## config.mk

```make
export PLATFORM = sky130hd
export DESIGN_NAME = rev_light_bar_color_and_fill
export DESIGN_NICKNAME = d
export VERILOG_FILES = /design/src/hw/rtl/rlb_pkg.sv /design/src/hw/rtl/rev_light_bar_color_and_fill.sv /design/src/hw/rtl/rlb_ctrl.sv /design/src/hw/rtl/rlb_datapath.sv
export SDC_FILE = /design/constraint.sdc
export NUM_CORES = 1
export LEC_CHECK = 0
export BUFFER_PORTS_ARGS = -buffer_cell sky130_fd_sc_hd__buf_2
export CORE_ASPECT_RATIO = 0.9
export CORE_MARGIN = 10
export CORE_UTILIZATION = 60
export CTS_CLUSTER_DIAMETER = 30
export DETAILED_ROUTE_END_ITERATION = 6
export PLACE_DENSITY = 0.81
export SLEW_MARGIN = 0
export SYNTH_ARGS = -nofsm -noshare
export SYNTH_HDL_FRONTEND = slang
export SYNTH_SLANG_ARGS = --single-unit
```

## constraint.sdc

```tcl
create_clock -name clk -period 18.35 [get_ports clk]
set_input_delay 2.7525 -clock clk [delete_from_list [all_inputs] [get_ports clk]]
set_output_delay 2.7525 -clock clk [all_outputs]
set_load 0.01 [all_outputs]
```

## src/hw/rtl/rlb_pkg.sv

```systemverilog
// Shared types and constants for the rev light bar color and fill block.
// Holds the controller state type, the command and status structs and the
// color and scaling constants; depends on nothing.
package rlb_pkg;

  localparam int unsigned SPEED_W     = 16;
  localparam int unsigned GEAR_W      = 5;
  localparam int unsigned PM_W        = 10;
  localparam int unsigned COLOR_W     = 8;
  localparam int unsigned LIT_W       = 5;
  localparam int unsigned PROD_W      = 26;  // rpm * 1000 fits in 26 bits
  localparam int unsigned IN_DATA_W   = 40;  // 37 field bits padded to bytes
  localparam int unsigned OUT_DATA_W  = 48;  // 44 field bits padded to bytes
  localparam int unsigned STEP_CNT_W  = 4;

  localparam logic [PM_W-1:0]       FULL_SCALE   = 10'd1000;
  localparam logic [PM_W-1:0]       GREEN_LIMIT  = 10'd600;
  localparam logic [PM_W-1:0]       YELLOW_LIMIT = 10'd750;
  localparam logic signed [11:0]    RED_BASE     = 12'sd875;
  localparam logic [COLOR_W-1:0]    GREEN_BASE   = 8'd25;
  localparam logic [COLOR_W-1:0]    COLOR_FULL   = 8'd255;
  localparam logic [COLOR_W-1:0]    COLOR_HALF   = 8'd128;
  localparam logic [COLOR_W-1:0]    COLOR_OFF    = 8'd0;
  localparam logic [STEP_CNT_W-1:0] LAST_STEP    = 4'd9;

  // Reciprocal constants: 230/600 scaled by 2^20, 21/1000 and 18/1000 by 2^24.
  localparam logic [18:0] GREEN_RECIP = 19'd401971;
  localparam logic [18:0] SIDE_RECIP  = 19'd352338;
  localparam logic [18:0] EDGE_RECIP  = 19'd302004;

  localparam logic MODE_STATUS    = 1'b0;
  localparam logic MODE_TELEMETRY = 1'b1;

  typedef enum logic [1:0] {
    ST_IDLE,
    ST_MUL,
    ST_DIV,
    ST_FIN
  } rlb_state_t;

  typedef struct packed {
    logic store_max;
    logic load_item;
    logic mul;
    logic div_step;
    logic finish;
  } rlb_cmd_t;

  typedef struct packed {
    logic max_zero;
    logic div_done;
    logic out_busy;
  } rlb_status_t;

endpackage

```

## src/hw/rtl/rev_light_bar_color_and_fill.sv

```systemverilog
// Top level of the rev light bar color and fill block.
// Instantiates rlb_ctrl and rlb_datapath; uses rlb_pkg.
//
// The block turns engine speed into a shift-light bar setting. Each input
// beat on the slave stream carries a kind flag in s_axis_tuser: a status
// beat (flag 0) stores the car's maximum rpm and gives no result; a
// telemetry beat (flag 1) gives one result beat on the master stream with
// the color of the lit LEDs, the lit counts per side strip and per edge
// half, and the engine speed in thousandths of the maximum, clamped to
// 1000. A telemetry beat that arrives while the stored maximum is zero is
// dropped without a result.
//
// Timing: a status beat stores the maximum in the idle state. A telemetry
// beat goes through these steps in order from acceptance to the result on
// m_axis_tvalid: the multiply step forms rpm*1000, the restoring divider
// yields one quotient bit per cycle, and the finish step picks the color
// and registers the result. The next item is accepted in the cycle after
// the result is registered, so no new telemetry item is taken before then.
//
// Reset (rst, synchronous, active high) clears the stored maximum to zero
// and empties the output register. If the receiver stalls, the result waits
// in the output register while the next item is taken and worked on; that
// item then holds in its final step until the waiting result is taken.
module rev_light_bar_color_and_fill (
  input  logic                                clk,
  input  logic                                rst,
  input  logic                                s_axis_tvalid,
  output logic                                s_axis_tready,
  // max_engine_speed[15:0], engine_speed[31:16], gear_selected[36:32]
  input  logic [rlb_pkg::IN_DATA_W-1:0]       s_axis_tdata,
  // mode[0]
  input  logic                                s_axis_tuser,
  output logic                                m_axis_tvalid,
  input  logic                                m_axis_tready,
  // red[7:0], green[15:8], blue[23:16], side_lit[28:24], edge_lit[33:29],
  // per_mille[43:34]
  output logic [rlb_pkg::OUT_DATA_W-1:0]      m_axis_tdata
);
  import rlb_pkg::*;

  rlb_cmd_t                 cmd;
  rlb_status_t              status;
  logic                     in_beat;
  logic [COLOR_W-1:0]       red;
  logic [COLOR_W-1:0]       green;
  logic [COLOR_W-1:0]       blue;
  logic [LIT_W-1:0]         side_lit;
  logic [LIT_W-1:0]         edge_lit;
  logic [PM_W-1:0]          per_mille;

  // The controller only acts on a beat while it reports ready, so the
  // valid it sees is already qualified by the handshake.
  assign in_beat = s_axis_tvalid;

  rlb_ctrl u_ctrl (
    .clk      (clk),
    .rst      (rst),
    .in_valid (in_beat),
    .in_mode  (s_axis_tuser),
    .in_ready (s_axis_tready),
    .status   (status),
    .cmd      (cmd)
  );

  rlb_datapath u_datapath (
    .clk              (clk),
    .rst              (rst),
    .cmd              (cmd),
    .status           (status),
    .max_engine_speed (s_axis_tdata[15:0]),
    .engine_speed     (s_axis_tdata[31:16]),
    .gear_selected    ($signed(s_axis_tdata[36:32])),
    .out_valid        (m_axis_tvalid),
    .out_ready        (m_axis_tready),
    .red              (red),
    .green            (green),
    .blue             (blue),
    .side_lit         (side_lit),
    .edge_lit         (edge_lit),
    .per_mille        (per_mille)
  );

  // Pack the result fields from the lowest bit up, zero padded to bytes.
  assign m_axis_tdata = {4'b0000, per_mille, edge_lit, side_lit, blue, green, red};

endmodule

```

## src/hw/rtl/rlb_ctrl.sv

```systemverilog
// Controller state machine for the rev light bar block.
// Sequences store, multiply, divide and finish steps; uses rlb_pkg.
module rlb_ctrl (
  input  logic                clk,
  input  logic                rst,
  input  logic                in_valid,
  input  logic                in_mode,
  output logic                in_ready,
  input  rlb_pkg::rlb_status_t status,
  output rlb_pkg::rlb_cmd_t    cmd
);
  import rlb_pkg::*;

  rlb_state_t state;
  rlb_state_t state_next;

  always_ff @(posedge clk) begin
    if (rst) begin
      state <= ST_IDLE;
    end else begin
      state <= state_next;
    end
  end

  always_comb begin
    state_next = state;
    cmd        = '0;
    in_ready   = 1'b0;
    case (state)
      ST_IDLE: begin
        in_ready = 1'b1;
        if (in_valid) begin
          if (in_mode == MODE_STATUS) begin
            cmd.store_max = 1'b1;
          end else if (!status.max_zero) begin
            cmd.load_item = 1'b1;
            state_next    = ST_MUL;
          end
        end
      end
      ST_MUL: begin
        cmd.mul    = 1'b1;
        state_next = ST_DIV;
      end
      ST_DIV: begin
        cmd.div_step = 1'b1;
        if (status.div_done) begin
          state_next = ST_FIN;
        end
      end
      ST_FIN: begin
        if (!status.out_busy) begin
          cmd.finish = 1'b1;
          state_next = ST_IDLE;
        end
      end
      default: begin
        state_next = ST_IDLE;
      end
    endcase
  end

endmodule

```

## src/hw/rtl/rlb_datapath.sv

```systemverilog
// Datapath for the rev light bar block: stored maximum, restoring divider,
// color selection, lit counts and the output register; uses rlb_pkg.
module rlb_datapath (
  input  logic                               clk,
  input  logic                               rst,
  input  rlb_pkg::rlb_cmd_t                  cmd,
  output rlb_pkg::rlb_status_t               status,
  input  logic [rlb_pkg::SPEED_W-1:0]        max_engine_speed,
  input  logic [rlb_pkg::SPEED_W-1:0]        engine_speed,
  input  logic signed [rlb_pkg::GEAR_W-1:0]  gear_selected,
  output logic                               out_valid,
  input  logic                               out_ready,
  output logic [rlb_pkg::COLOR_W-1:0]        red,
  output logic [rlb_pkg::COLOR_W-1:0]        green,
  output logic [rlb_pkg::COLOR_W-1:0]        blue,
  output logic [rlb_pkg::LIT_W-1:0]          side_lit,
  output logic [rlb_pkg::LIT_W-1:0]          edge_lit,
  output logic [rlb_pkg::PM_W-1:0]           per_mille
);
  import rlb_pkg::*;

  logic [SPEED_W-1:0]       stored_max_speed;
  logic [SPEED_W-1:0]       rpm;
  logic signed [GEAR_W-1:0] gear;
  logic                     sat;
  logic [SPEED_W-1:0]       rem;
  logic [PM_W-1:0]          num_low;
  logic [PM_W-1:0]          quo;
  logic [STEP_CNT_W-1:0]    step_cnt;

  logic [PROD_W-1:0]        prod;
  logic [SPEED_W:0]         trial;
  logic                     trial_ge;
  logic [PM_W-1:0]          p;
  logic [28:0]              green_prod;
  logic [28:0]              side_prod;
  logic [28:0]              edge_prod;
  logic signed [11:0]       red_limit;
  logic signed [11:0]       p_s;
  logic [COLOR_W-1:0]       red_next;
  logic [COLOR_W-1:0]       green_next;
  logic [COLOR_W-1:0]       blue_next;

  assign status.max_zero = (stored_max_speed == '0);
  assign status.div_done = (step_cnt == LAST_STEP);
  assign status.out_busy = out_valid && !out_ready;

  // Stored maximum and item registers.
  always_ff @(posedge clk) begin
    if (rst) begin
      stored_max_speed <= '0;
    end else if (cmd.store_max) begin
      stored_max_speed <= max_engine_speed;
    end
  end

  always_ff @(posedge clk) begin
    if (cmd.load_item) begin
      rpm  <= engine_speed;
      gear <= gear_selected;
      sat  <= (engine_speed >= stored_max_speed);
    end
  end

  // Restoring division of rpm*1000 by the stored maximum. When rpm is below
  // the maximum the quotient is below 1000, so ten quotient bits suffice and
  // the upper numerator bits start out below the divisor.
  assign prod     = PROD_W'(rpm) * PROD_W'(FULL_SCALE);
  assign trial    = {rem, num_low[PM_W-1]};
  assign trial_ge = (trial >= {1'b0, stored_max_speed});

  always_ff @(posedge clk) begin
    if (cmd.mul) begin
      rem      <= prod[PROD_W-1:PM_W];
      num_low  <= prod[PM_W-1:0];
      quo      <= '0;
      step_cnt <= '0;
    end else if (cmd.div_step) begin
      rem      <= trial_ge ? SPEED_W'(trial - {1'b0, stored_max_speed})
                           : trial[SPEED_W-1:0];
      num_low  <= {num_low[PM_W-2:0], 1'b0};
      quo      <= {quo[PM_W-2:0], trial_ge};
      step_cnt <= step_cnt + 1'b1;
    end
  end

  // Color and lit counts from the clamped per-mille value.
  assign p          = sat ? FULL_SCALE : quo;
  assign green_prod = 29'(p) * 29'(GREEN_RECIP);
  assign side_prod  = 29'(p) * 29'(SIDE_RECIP);
  assign edge_prod  = 29'(p) * 29'(EDGE_RECIP);
  assign red_limit  = RED_BASE - {{5{gear[GEAR_W-1]}}, gear, 2'b00};
  assign p_s        = $signed({2'b00, p});

  always_comb begin
    if (p <= GREEN_LIMIT) begin
      red_next   = COLOR_OFF;
      green_next = GREEN_BASE + green_prod[27:20];
      blue_next  = COLOR_OFF;
    end else if (p <= YELLOW_LIMIT) begin
      red_next   = COLOR_FULL;
      green_next = COLOR_FULL;
      blue_next  = COLOR_OFF;
    end else if (p_s <= red_limit) begin
      red_next   = COLOR_FULL;
      green_next = COLOR_OFF;
      blue_next  = COLOR_OFF;
    end else begin
      red_next   = COLOR_HALF;
      green_next = COLOR_OFF;
      blue_next  = COLOR_FULL;
    end
  end

  // Output register.
  always_ff @(posedge clk) begin
    if (rst) begin
      out_valid <= 1'b0;
    end else if (cmd.finish) begin
      out_valid <= 1'b1;
    end else if (out_ready) begin
      out_valid <= 1'b0;
    end
  end

  always_ff @(posedge clk) begin
    if (cmd.finish) begin
      red       <= red_next;
      green     <= green_next;
      blue      <= blue_next;
      side_lit  <= side_prod[28:24];
      edge_lit  <= edge_prod[28:24];
      per_mille <= p;
    end
  end

endmodule

```

Word-level counts from Yosys, hierarchy flattened
Cells that the tools add are included.
{"block": "word_totals", "register_bits": 122, "out_inout_bits": 50}
{"block": "op_classes", "n_eq_ne": 9, "n_mux": 29, "add_sub_neg": 4, "reduce_logical": 8, "multipliers": 4, "magnitude_cmp": 5}
{"op": "two-way mux 16 bit", "n": 3}
{"op": "two-way mux 8 bit", "n": 4}
{"op": "two-way mux 10 bit", "n": 3}
{"op": "multiplier 10 x 18 -> 28 bit (second input constant)", "n": 1}
{"op": "multiplier 10 x 19 -> 28 bit (second input constant)", "n": 1}
{"op": "multiplier 10 x 17 -> 27 bit (second input constant)", "n": 1}
{"op": "multiplier 16 x 7 -> 23 bit (second input constant)", "n": 1}
{"op": "less-or-equal comparator 10 bit (second input constant)", "n": 2}
{"op": ">= comparator 17 x 16 -> 1 bit", "n": 1}
{"op": ">= comparator 16 bit", "n": 1}
{"op": "zero test 16 bit", "n": 1}
{"op": "subtractor 16 bit", "n": 1}
{"op": "two-way mux 2 bit", "n": 7}
{"op": "less-or-equal comparator 11 x 12 -> 1 bit", "n": 1}
{"op": "subtractor 11 x 7 -> 12 bit (first input constant)", "n": 1}
{"op": "two-way mux 1 bit", "n": 10}
{"op": "!= test 2 bit (second input constant)", "n": 5}
{"op": "adder 5 x 8 -> 8 bit (first input constant)", "n": 1}
{"op": "case mux 2 bit (4 select lines)", "n": 1}
{"op": "two-way mux 7 bit", "n": 1}
{"op": "AND reduction 5 bit", "n": 1}
{"op": "adder 4 x 1 -> 4 bit (second input constant)", "n": 1}
{"op": "equality test 2 bit (second input constant)", "n": 2}
{"op": "equality test 4 bit (second input constant)", "n": 1}
{"op": "6 further kinds", "n": 7}

Longest topological paths before layout
{"block": "depth", "depth_word": 5, "ltp_mapped": 26, "ltp_nobuf": 25}

Hierarchy
A second synthesis with hierarchy kept.
{"block": "unflattened", "hier_cells": 1370, "hier_area_um2": 14471.4}
{"mod": "rlb_datapath", "area_per_inst_um2": 14207.4, "instances": 1, "seq_area_each_um2": 2902.8, "cells_each": 1340}
{"mod": "rlb_ctrl", "area_per_inst_um2": 230.2, "instances": 1, "seq_area_each_um2": 40.0, "cells_each": 25}
{"mod": "rev_light_bar_color_and_fill", "area_per_inst_um2": 33.8, "instances": 1, "seq_area_each_um2": 0.0, "cells_each": 5}

Worst setup path after synthesis
Ideal clock, no wire load.
{"block": "synth_path", "path_kind": "reg2reg", "from": "register u_datapath.sat", "to": "register u_datapath.green[6] in the netlist's numbering, data pin", "n_path_buf": 1, "setup_ps": 272, "stages_incl_launch_ff": 24, "slack_ps": 12460, "arrival_time_ps": 5618, "path_cell_list": "edfxtp_1 buf_2 nor2_1 inv_1 ha_1 ha_1 inv_1 fa_1 inv_1 fa_1 ha_1 ha_1 and4_1 a41oi_2 o21ai_2 o21a_2 o2bb2a_1 ha_1 nand2_1 or3_1 nand4_1 o21ai_2 mux2_1 nand4_1"}
{"block": "synth_between", "elab_chain_cells": 4, "elab_cells_between_ends": 7, "classes_between": "add/sub: 1; mul: 1; order compare: 2; mux: 3"}
{"element": "from (decl)", "line_no": "rlb_datapath.sv:25", "text": "logic sat;"}
{"element": "from (signal assigned)", "line_no": "rlb_datapath.sv:61", "text": "sat <= (engine_speed >= stored_max_speed);"}
{"element": "two-way mux 10 bit (*)", "line_no": "rlb_datapath.sv:88", "text": "assign p = sat ? FULL_SCALE : quo;"}
{"element": "via u_datapath.p[6]", "line_no": "rlb_datapath.sv:34", "text": "logic [PM_W-1:0] p;"}
{"element": "multiplier 10 x 19 -> 28 bit / less-or-equal comparator 10 bit (equally long branches)", "line_no": "rlb_datapath.sv:89, rlb_datapath.sv:100"}
{"element": "adder 5 x 8 -> 8 bit / two-way mux 8 bit (equally long branches)", "line_no": "rlb_datapath.sv:98, rlb_datapath.sv:100"}
{"element": "two-way mux 8 bit (*)", "line_no": "rlb_datapath.sv:96", "text": "if (p <= GREEN_LIMIT) begin"}
{"element": "via u_datapath.green_next[6]", "line_no": "rlb_datapath.sv:41", "text": "logic [COLOR_W-1:0] green_next;"}
{"element": "to (signal assigned)", "line_no": "rlb_datapath.sv:129", "text": "green <= green_next;"}
{"element": "to (decl)", "line_no": "rlb_datapath.sv:14", "text": "output logic [rlb_pkg::COLOR_W-1:0] green,"}
The timed path passes the listed nets; every way through them passes the cells marked *.
A chain may end at the register's enable or synchronous reset.

Worst setup path in the final report
Same ends and word-level chain as after synthesis.

==> metrics <==
DRT antenna net count=0; Routed WL per cell=18.3 um; cell area after layout=between 15000 and 20000 sq um; Rows=54; Post-synth EDFFs=76; layout cell share with drive strength beyond 1=9.50%; outcome=completed; TNS Setup=0 ns; Die Wd=185 um; DRT Pass-1 Iters=7; number of H-tree levels=3; Syn Area/Cell=10.3 sq um; Static Leak=0.00794 uW; Synth Cell Area=between 10000 and 15000 sq um; Clk Latency, worst-skew pair=0.36 ns; clk slew on worst S/H paths=0.09 ns; Ports=95; vias in the first global route=about 11k; Syn Inst Count=roughly 1.4k; core area=24200 sq um; Overflow after GRT=0; most frequent cells in the layout=ha_1, inv_1, fa_1; Syn-to-layout area delta=6.57%; Distinct cells, synth=76; Max Cap Viol=0; die area=31200 sq um; CTS resizes=0; Reg-to-Reg Start=u_datapath.sat; Tcrit/Tclk final=38.5%; starting density of the core=60.9%; largest net degree at the start of global routing=37; WP data required=18.43 ns; commonest non-fill, non-tap cell in the layout=ha_1; endpoint class of the critical path=register; CTS max path bufs=2; worst hold path class=reg2reg; Hold Vio Cnt, Final=0; total power draw=2890 uW; Via-to-Cell Ratio=5.83; GP Congestion=0.930; Post-CTS Setup Inserts=0; total CTS buffers=9; Seq cells post-synth=109; first-pass GRT wire length=54400 um; Port Buffers=87; Worst slew margin=24.5%; Final min period=slightly above 7 ns; total number of vias=10.5k; Routed WL=33000 um; f_max=142 MHz; cts hold-fix bufs=0; Clock Sink Count=109; Setup Skew=0.0137 ns; DRC violations left=0; WP data arrival=~7.2 ns; crit path from=u_datapath.sat; die height=169 um; sequential area share after synthesis=20.0%; VDD IR max=around 0.00016 V; HPWL Detailed=27000 um; CP max FO=14; endpoints failing setup=0; placed cell areas=15400 sq um; # diodes=0; Async S/R FF share, synth=0%; # nets final=2002; unrepaired setup endpoints after global routing=false; total global-route track usage=21.6%; max-slew violation count=0; Syn. warnings=0; power density over the cells=184 nW/um^2; worst-margin pin slew=1.13 ns; CTS Root Cell=clkbuf_16; Hold Path Origin=u_datapath.stored_max_speed[13]; Main synth FF type=edfxtp_1; initial antenna violation count=0; CTS tree=yes; initial DRC count=755; CP Class=reg2reg; post-layout util=between 60 and 70%; critical path launch point type=register
[cell usage after synthesis, types with 6 or more instances]
cell type / n / area, sq um
ha_1: 322 / 4030
clkbuf_1: 16 / 60.1
or3_1: 8 / 50.1
dfxtp_1: 33 / 661
inv_1: 234 / 878
xnor2_1: 40 / 350
a31oi_1: 9 / 56.3
nand3b_1: 6 / 45.0
a21oi_1: 59 / 295
nor4_1: 7 / 43.8
o21bai_1: 6 / 45.0
or2_2: 8 / 50.1
edfxtp_1: 76 / 2280
o21a_1: 7 / 52.6
and3_1: 6 / 37.5
a211oi_1: 9 / 67.6
nand2b_1: 13 / 81.3
nand3_1: 14 / 70.1
and2_1: 8 / 50.1
nor3_1: 21 / 105
buf_4: 18 / 135
nand2_1: 71 / 267
fa_1: 146 / 2920
xor2_1: 19 / 166
mux2_2: 7 / 78.8
nand4_1: 17 / 106
mux2i_1: 36 / 360
o21ai_0: 29 / 145
nor2b_1: 8 / 50.1
a21o_1: 36 / 270
o21ai_1: 7 / 35.0
nor2_1: 56 / 210
o211ai_1: 7 / 52.6
[worst paths after layout]
check | to | slack [ns] | cells after the start
worst max-delay path | u_datapath.green[6] | 11.29 | 22
worst min-delay path | u_datapath.stored_max_speed[13] | 0.47 | 2
worst max register to register | u_datapath.green[6] | 11.29 | 22
worst min register to register | u_datapath.stored_max_speed[13] | 0.47 | 2
[power breakdown]
part	switching (uW)	leakage, uW	internal [uW]	total [uW]
clock network	105	0.000157	108	213
registers	44.6	0.000964	367	411
logic	1280	0.00682	984	2270
total	1430	0.00794	1460	2890
[cell families (layout without fill, tap and decap cells)]
group,count (synthesis),in the layout,synth area share (%)
AOI/OAI and AO/OA,212,212,9.94
xor gates and xnor gates,60,60,3.62
adders and majority gates,468,468,47.2
buffers and inverters,274,342,7.48
DFF,109,109,20.0
muxes,44,44,3.06
other,1,4,0.0255
and+or+nand+nor,255,255,8.66
[through the flow]
step / setup WS (ns) / hold slack (ns) / std cells
2_1_floorplan: 12.46 / 0.449 / 1426
3_3_place_gp: 11.61 / 0.457 / 1786
3_5_place_dp: 11.43 / 0.461 / 1786
4_1_cts: 11.35 / 0.473 / 1802
5_1_grt: 10.94 / 0.511 / 1802
6_report: 11.29 / 0.473 / 1802
[final cells by class]
type / count / area [sq um]
repair buffers: 90 / 458
well taps: 308 / 385
multi-input cells: 1043 / 10700
flip-flops and latches: 109 / 2940
clock inverters: 5 / 53.8
fillers: 1869 / 8500
clock buffers: 11 / 264
inverters: 236 / 888
[worst max-delay path, stage by stage, from the launching register on]
cell,delay (ns)
edfxtp_1,0.58
nor2_1,0.55
inv_1,0.51
ha_1,0.56
ha_1,0.37
inv_1,0.06
fa_1,0.55
inv_1,0.06
fa_1,0.48
ha_1,0.31
ha_1,0.32
and4_1,0.27
nand4_1,0.14
o21ai_2,0.18
o21a_2,0.29
o2bb2a_1,0.31
ha_1,0.25
nor2b_1,0.16
a21oi_1,0.16
nand4_1,0.13
o21ai_2,0.20
mux2i_1,0.21
nand4_1,0.12
[flip-flops by register name (all words and copies together) (netlist names), 4 cells and up]
signal	count
u_datapath.side_lit	5
u_datapath.green	8
u_datapath.rpm	16
u_datapath.gear	5
u_datapath.num_low	7
u_datapath.rem	16
u_datapath.stored_max_speed	16
u_datapath.per_mille	10
u_datapath.edge_lit	5
u_datapath.step_cnt	4
u_datapath.quo	10
[routing by layer]
layer	wire length [um]	vias to the layer above	part of all wire (%)	global-route usage, %
met5	0	-	0	0
met4	433	0	1.3	4.56
met3	2540	33	7.7	5.48
met2	15200	360	46	34.3
met1	14800	5095	45	29.2
li1	-	5009	-	-
Power figures use the tool's default switching activity.
